[src/hdl/eyx_pkg.sv]
// ---------------------------------------------------------------------------
// eyx_pkg
// Shared types, fixed-point constants and helpers for the Y-X-Z Euler
// rotation, scale and translation matrix block.
// ---------------------------------------------------------------------------
package eyx_pkg;

    // default parameter values
    localparam int ANGLE_FRAC_DEF   = 12;
    localparam int VALUE_FRAC_DEF   = 16;
    localparam int CORDIC_STEPS_DEF = 16;

    // field and internal widths
    localparam int ANGLE_W = 16;
    localparam int VALUE_W = 32;
    localparam int TRIG_W  = 32;
    localparam int ROT_W   = 33;
    localparam int CNT_W   = 3;

    // reciprocal lane depth: magnitude, overflow check, one stage per
    // quotient bit, sign and saturation
    localparam int RCP_LAT = VALUE_W + 3;

    // column sequence codes
    localparam logic [CNT_W-1:0] CNT_TRANSL       = 3'd3;
    localparam logic [CNT_W-1:0] CNT_FIRST_NORMAL = 3'd4;
    localparam logic [CNT_W-1:0] CNT_LAST         = 3'd6;

    // matrix kind codes
    localparam logic KIND_MODEL  = 1'b0;
    localparam logic KIND_NORMAL = 1'b1;

    // Q30 constants
    localparam logic signed [35:0] Q30_ONE     = 36'sd1073741824;
    localparam logic signed [35:0] Q30_HALF    = 36'sd536870912;
    localparam logic signed [35:0] Q30_PI      = 36'sd3373259426;
    localparam logic signed [35:0] Q30_TWO_PI  = 36'sd6746518852;
    localparam logic signed [35:0] Q30_HALF_PI = 36'sd1686629713;
    localparam logic signed [35:0] CORDIC_GAIN = 36'sd652032874;

    // one item handed from the front pipeline to the column emitter
    typedef struct packed {
        logic [2:0][2:0][ROT_W-1:0] rot;     // [row][element]
        logic [2:0][VALUE_W-1:0]    scale;
        logic [2:0][VALUE_W-1:0]    inv;
        logic [2:0][VALUE_W-1:0]    offset;
        logic                       zero;
    } item_t;

    // truncated Q30 arctangent of 2^-idx
    function automatic logic [31:0] atan_q30(input int idx);
        logic [31:0] v;
        case (idx)
            0:  v = 32'd843314856;
            1:  v = 32'd497837829;
            2:  v = 32'd263043836;
            3:  v = 32'd133525158;
            4:  v = 32'd67021686;
            5:  v = 32'd33543515;
            6:  v = 32'd16775850;
            7:  v = 32'd8388437;
            8:  v = 32'd4194282;
            9:  v = 32'd2097149;
            10: v = 32'd1048575;
            11: v = 32'd524287;
            12: v = 32'd262143;
            13: v = 32'd131071;
            14: v = 32'd65535;
            15: v = 32'd32767;
            16: v = 32'd16383;
            17: v = 32'd8191;
            18: v = 32'd4095;
            19: v = 32'd2047;
            20: v = 32'd1023;
            21: v = 32'd511;
            22: v = 32'd255;
            23: v = 32'd127;
            default: v = 32'd0;
        endcase
        return v;
    endfunction

    // saturate to 32 bits signed
    function automatic logic signed [31:0] sat32(input logic signed [34:0] v);
        logic signed [31:0] r;
        if (v > 35'sd2147483647)
            r = 32'sh7fffffff;
        else if (v < -35'sd2147483648)
            r = 32'sh80000000;
        else
            r = v[31:0];
        return r;
    endfunction

endpackage

[src/hdl/eyx_recip.sv]
// ---------------------------------------------------------------------------
// eyx_recip
// One reciprocal lane: rounded 2^(2*VALUE_FRAC) / |s| by a pipelined
// restoring divider, one quotient bit per stage, then sign and saturation.
// ---------------------------------------------------------------------------
module eyx_recip
    import eyx_pkg::*;
#(
    parameter int VALUE_FRAC = VALUE_FRAC_DEF
)
(
    input  logic                      clk,
    input  logic                      en,
    input  logic signed [VALUE_W-1:0] scale,
    output logic signed [VALUE_W-1:0] inv,
    output logic                      zero
);

    // magnitude and rounded numerator
    logic [31:0] mag_c;
    logic [31:0] s0_mag_reg;
    logic        s0_neg_reg;
    logic        s0_zero_reg;
    logic [63:0] s0_num_reg;

    assign mag_c = scale[31] ? 32'(-scale) : 32'(scale);

    always_ff @(posedge clk)
    begin
        if (en)
        begin
            s0_mag_reg  <= mag_c;
            s0_neg_reg  <= scale[31];
            s0_zero_reg <= (scale == '0);
            s0_num_reg  <= (64'd1 << (2 * VALUE_FRAC)) + 64'(mag_c >> 1);
        end
    end

    // divider stages
    logic [31:0] rem_reg  [33];
    logic [31:0] lo_reg   [33];
    logic [31:0] mag_reg  [33];
    logic        neg_reg  [33];
    logic        zero_reg [33];
    logic        ovf_reg  [33];

    // quotient would not fit 32 bits when the high word reaches the divisor
    always_ff @(posedge clk)
    begin
        if (en)
        begin
            rem_reg[0]  <= s0_num_reg[63:32];
            lo_reg[0]   <= s0_num_reg[31:0];
            mag_reg[0]  <= s0_mag_reg;
            neg_reg[0]  <= s0_neg_reg;
            zero_reg[0] <= s0_zero_reg;
            ovf_reg[0]  <= (s0_num_reg[63:32] >= s0_mag_reg);
        end
    end

    for (genvar i = 0; i < 32; i++)
    begin : g_div
        logic [32:0] sh_c;
        logic [32:0] diff_c;
        logic        fits_c;

        always_comb
        begin
            sh_c   = {rem_reg[i], lo_reg[i][31]};
            diff_c = sh_c - {1'b0, mag_reg[i]};
            fits_c = (sh_c >= {1'b0, mag_reg[i]});
        end

        always_ff @(posedge clk)
        begin
            if (en)
            begin
                rem_reg[i+1]  <= fits_c ? diff_c[31:0] : sh_c[31:0];
                lo_reg[i+1]   <= {lo_reg[i][30:0], fits_c};
                mag_reg[i+1]  <= mag_reg[i];
                neg_reg[i+1]  <= neg_reg[i];
                zero_reg[i+1] <= zero_reg[i];
                ovf_reg[i+1]  <= ovf_reg[i];
            end
        end
    end

    // sign and saturation
    logic [31:0]        q_c;
    logic signed [31:0] res_c;

    always_comb
    begin
        q_c = lo_reg[32];
        if (zero_reg[32])
            res_c = 32'sh7fffffff;
        else if (neg_reg[32])
            res_c = (ovf_reg[32] || q_c > 32'h80000000) ? 32'sh80000000 : 32'(-q_c);
        else
            res_c = (ovf_reg[32] || q_c[31]) ? 32'sh7fffffff : $signed(q_c);
    end

    always_ff @(posedge clk)
    begin
        if (en)
        begin
            inv  <= res_c;
            zero <= zero_reg[32];
        end
    end

endmodule

[config.mk]
export PLATFORM = sky130hd
export DESIGN_NAME = eyx_recip
export DESIGN_NICKNAME = d
export VERILOG_FILES = /design/src/hdl/eyx_pkg.sv /design/src/hdl/eyx_recip.sv
export SDC_FILE = /design/constraint.sdc
export NUM_CORES = 2
export LEC_CHECK = 0
export ABC_CLOCK_PERIOD_IN_PS = 7240
export BUFFER_PORTS_ARGS = -buffer_cell sky130_fd_sc_hd__buf_2
export CORE_ASPECT_RATIO = 2
export CORE_MARGIN = 1
export CORE_UTILIZATION = 45
export CTS_CLUSTER_SIZE = 25
export DETAILED_ROUTE_END_ITERATION = 8
export GPL_TIMING_DRIVEN = 0
export SLEW_MARGIN = 10
export SYNTH_ARGS = -nofsm -noshare
export SYNTH_HDL_FRONTEND = slang
export SYNTH_SLANG_ARGS = --single-unit
[constraint.sdc]
create_clock -name clk -period 7.24 [get_ports clk]
set_input_delay 1.81 -clock clk [delete_from_list [all_inputs] [get_ports clk]]
set_output_delay 1.81 -clock clk [all_outputs]
set_load 0.02 [all_outputs]
# Word level (Yosys, flattened, before mapping)
# Memory sizes are Yosys's and may differ from the RTL's.
# Cells that the tools add are included.
# totals
reg_bits	131
mem_bits_rw	3267
inputBits	34
out_inout_bits	33
wordCells	122
mem_count	6
# memory_table
memory	depth	word_bits	read_ports	rd_ports_with_merged_regs	wr	line_no	rtl
lo_reg	33	32	33	0	33	eyx_recip.sv:41	logic [31:0] lo_reg [33];
mag_reg	33	32	32	0	33	eyx_recip.sv:42	logic [31:0] mag_reg [33];
rem_reg	33	32	32	0	33	eyx_recip.sv:40	logic [31:0] rem_reg [33];
neg_reg	33	1	33	0	33	eyx_recip.sv:43	logic neg_reg [33];
ovf_reg	33	1	33	0	33	eyx_recip.sv:45	logic ovf_reg [33];
zero_reg	33	1	33	0	33	eyx_recip.sv:44	logic zero_reg [33];
# classes
n_addsub	35
n_lt_le_gt_ge	34
muxes	38
reduce_logical	3
# op_table
op	n
32-bit two-way mux	36
33-bit by 32-bit >= comparator with 1-bit output	32
32-bit subtractor	32
32-bit negation	2
33-bit by 31-bit adder with 34-bit output (first input constant)	1
32-bit >= comparator	1
32-bit > comparator (second input constant)	1
32-bit logical NOT	1
1-bit logical OR	2
1-bit two-way mux	2

# Depth between registers and ports, before layout
# logic_depth
depth_word	4
depth_mapped	17
ltp_nobuf	14

# Worst setup path before layout
# OpenSTA, ideal clock, no wires.
# synth_path
path_type	input to register
start	input port scale[5]
end	register s0_mag_reg[30], data pin
arrival_ns	4.142
required_ns	6.982
slack_ns	2.840
path_stages	9
n_path_buf	0
path_cell_list	or4_4 -> nor4_4 -> nand2b_2 -> nand2b_4 -> or4_4 -> or4_4 -> nand2b_4 -> o31ai_4 -> xnor2_1
# synth_between
elab_chain_cells	2
# synth_lines
element	line_no	rtl
start: declaration	eyx_recip.sv:14	input logic signed [VALUE_W-1:0] scale,
32-bit negation	eyx_recip.sv:26	assign mag_c = scale[31] ? 32'(-scale) : 32'(scale);
32-bit two-way mux	eyx_recip.sv:26	
named net mag_c[30]	eyx_recip.sv:20	logic [31:0] mag_c;
end signal: assignment	eyx_recip.sv:32	s0_mag_reg <= mag_c;
end: declaration	eyx_recip.sv:21	logic [31:0] s0_mag_reg;
# The timed path passes the listed nets, and every way through them passes these cells.
# A chain may end at the register's enable or synchronous reset.

==> results.sh <==
export IMPL_power_leakage_uw=0.0649
export IMPL_synth_distinct_cells=107
export IMPL_syn_area_mm2=0.146
export IMPL_io_buffers=66
export IMPL_grt_use_met3=0.0475
export IMPL_grtUsageTotal=0.321
export IMPL_grtUsageMet2=0.651
export IMPL_status="finished, violations left"
export IMPL_synth_cells=12500
export IMPL_post_dp_cell_area_mm2=0.153
export IMPL_clk_pin_slew_ps=60
export IMPL_cp_arrival_ps=7760
export IMPL_core_area_mm2=0.323
export IMPL_ctsHoldBuffers=0
export IMPL_cts_resized=0
export IMPL_maxSlewViolCount=0
export IMPL_largest_reg_flops=992
export IMPL_final_antenna_net_count=0
export IMPL_drive_gt1_frac=0.0816
export IMPL_critPathCaptureType="flip-flop"
export IMPL_htree_levels=5
export IMPL_worst_pin_slew_ps=1470
export IMPL_start_kind="flip-flop"
export IMPL_dpl_hpwl_um=422000
export IMPL_numCtsBuffers=274
export IMPL_yosys_warnings=0
export IMPL_clock_latency_ps=940
export IMPL_vias=101000
export IMPL_tns_ps=0
export IMPL_required_ps=7820
export IMPL_grt_util_met1=0.184
export IMPL_finalSetupViolCount=0
export IMPL_clockBufferDepth=4
export IMPL_cp_slowest_cell="o31ai_2"
export IMPL_cts_tree="built"
export IMPL_final_common_cell="edfxtp_1"
export IMPL_drt_initial_drc_count=5871
export IMPL_relSlewSlack=0.00881
export IMPL_antenna_found_initial=46
export IMPL_io_pin_count=67
export IMPL_grt_max_degree=160
export IMPL_fill_cells=28400
export IMPL_finalCritPeriodShare=0.991
export IMPL_worst_hold_path_type="flip-flop to flip-flop"
export IMPL_grt_pass1_vias=110000
export IMPL_synth_seq_area_share=0.556
export IMPL_gr_total_overflow=0
export IMPL_skew_ps=59.0
export IMPL_rsz0062_at_grt="no"
export IMPL_grt_pass1_wl_um=735000
export IMPL_fin_util=0.504
export IMPL_peakVddDrop_mv=0.689
export IMPL_synth_flop_cell="edfxtp_1"
export IMPL_multi_input_area_mm2=0.0594
export IMPL_rows=295
export IMPL_firstDrtPassIters=6
export IMPL_worstPathCellList="inv_1, ha_1, nor2b_1, o31a_1, nor2_1, o31ai_2, a311oi_1, nor2_1, a211o_1, a31oi_2, o211ai_4, buf_2, buf_2, a21oi_1"
export IMPL_hold_viol=0
export IMPL_grt_busiest_layer="met2"
export IMPL_vias_per_cell=5.77
export IMPL_wl_per_cell_um=30.1
export IMPL_maxCapViolCount=2
export IMPL_wirelength_um=529000
export IMPL_synth_fp_nets=13500
export IMPL_syn2layout_area_growth_pct=11.3
export IMPL_dieArea_mm2=0.328
export IMPL_violations="capacitance limit"
export IMPL_synthArstFlopShare=0
export IMPL_max_stage_delay_ps=960
export IMPL_initial_utilization=0.453
export IMPL_die_h_um=808
export IMPL_cts_root_buf="clkbuf_16"
export IMPL_fin_crit_ps=7180
export IMPL_power_density_mw_per_mm2=492
export IMPL_fp_dieW_um=405
export IMPL_fmax_mhz=139
export IMPL_clock_sinks=2710
export IMPL_synth_edf_count=2710
export IMPL_drcViolationCount=0
export IMPL_gp_routability_congestion=1.07
export IMPL_design_area_mm2=0.163
export IMPL_syn_area_per_cell_um2=11.7
export IMPL_layout_common_cells="edfxtp_1, inv_1, ha_1"
export IMPL_postCtsSetupBuffers=0
export IMPL_finalNetCount=13900
export IMPL_regArea_mm2=0.0814
export IMPL_ys_ff_latch=2710
export IMPL_cp_max_fo=10
export IMPL_critPathKind="flip-flop to flip-flop"
worst max-delay path: cells and delay by family, from the launching register on:
kind,cells,cell delay [ps]
AOI/OAI and AO/OA,7,3290
buffers and inverters,3,1770
and+or+nand+nor,3,710
DFF,1,640
adders and majority gates,1,370
per-stage QoR:
| step | hold WS [ps] | cells | setup WS, ps | power (uW) |
|---|---|---|---|---|
| floorplan | 400 | 12500 | 2840 | 49200 |
| global placement | 400 | 16900 | -40450 | 64800 |
| detailed placement | 405 | 16900 | 101 | 64600 |
| CTS | 381 | 17400 | 368 | 79600 |
| global route | 402 | 17600 | 129 | 83700 |
| finish | 384 | 17600 | 64.0 | 80200 |
kinds of logic after synthesis:
kind of cell | Yosys count | share of synthesized area
AO/OA/AOI/OAI | 3198 | 0.138
XOR/XNOR | 848 | 0.0508
adder cells (fa/ha/maj) | 1026 | 0.0893
buffers and inverters | 1522 | 0.0402
flip-flops | 2710 | 0.556
multiplexers | 527 | 0.0403
AND/OR/NAND/NOR | 2653 | 0.0858
cell type report:
class                           instances  share of cell area
Sequential cell                      2710               0.500
Multi-Input combinational cell       8252               0.365
Clock buffer                          325              0.0439
Tap cell                             4306              0.0331
Inverter                             1218              0.0281
Clock inverter                        160              0.0118
Buffer                                304             0.00817
Timing Repair Buffer                  122             0.00797
Antenna cell                          191             0.00293
final timing paths:
kind	startpoint	end	slack, ps	depth (start not counted)
setup / recovery	mag_reg[0][497]$_DFFE_PP_	rem_reg[0][525]$_DFFE_PP_	60	14
hold / removal	neg_reg[0][13]$_DFFE_PP_	neg_reg[0][14]$_DFFE_PP_	380	0
hold reg to reg	neg_reg[0][13]$_DFFE_PP_	neg_reg[0][14]$_DFFE_PP_	380	0
setup reg to reg	mag_reg[0][497]$_DFFE_PP_	rem_reg[0][525]$_DFFE_PP_	60	14
layer usage:
metal	wire (um)	part of all wire	vias up
met5	88	0.00017	-
met4	90500	0.17	12
met3	17000	0.032	1997
met2	305000	0.58	2869
met1	116000	0.22	49700
li1	-	-	46900
report_power, final:
group | switching (uW) | internal (uW) | leakage (uW)
combinational | 25600 | 14500 | 0.0340
clock | 6530 | 8340 | 0.00438
sequential | 2330 | 23000 | 0.0265
total | 34500 | 45800 | 0.0649
cells in the mapped netlist (all sizes together), types with 155 or more instances:
cell | count | share of area
nand4 | 159 | 0.0068
o21ai | 775 | 0.027
clkbuf | 219 | 0.0056
nand2 | 861 | 0.022
nor2 | 659 | 0.017
a21o | 494 | 0.025
nor3 | 155 | 0.0053
mux2 | 483 | 0.037
ha | 996 | 0.085
nand3 | 193 | 0.0066
edfxtp | 2710 | 0.56
xnor2 | 547 | 0.033
inv | 1218 | 0.031
xor2 | 301 | 0.018
a21oi | 981 | 0.034
(Power assumes the default switching activity.)
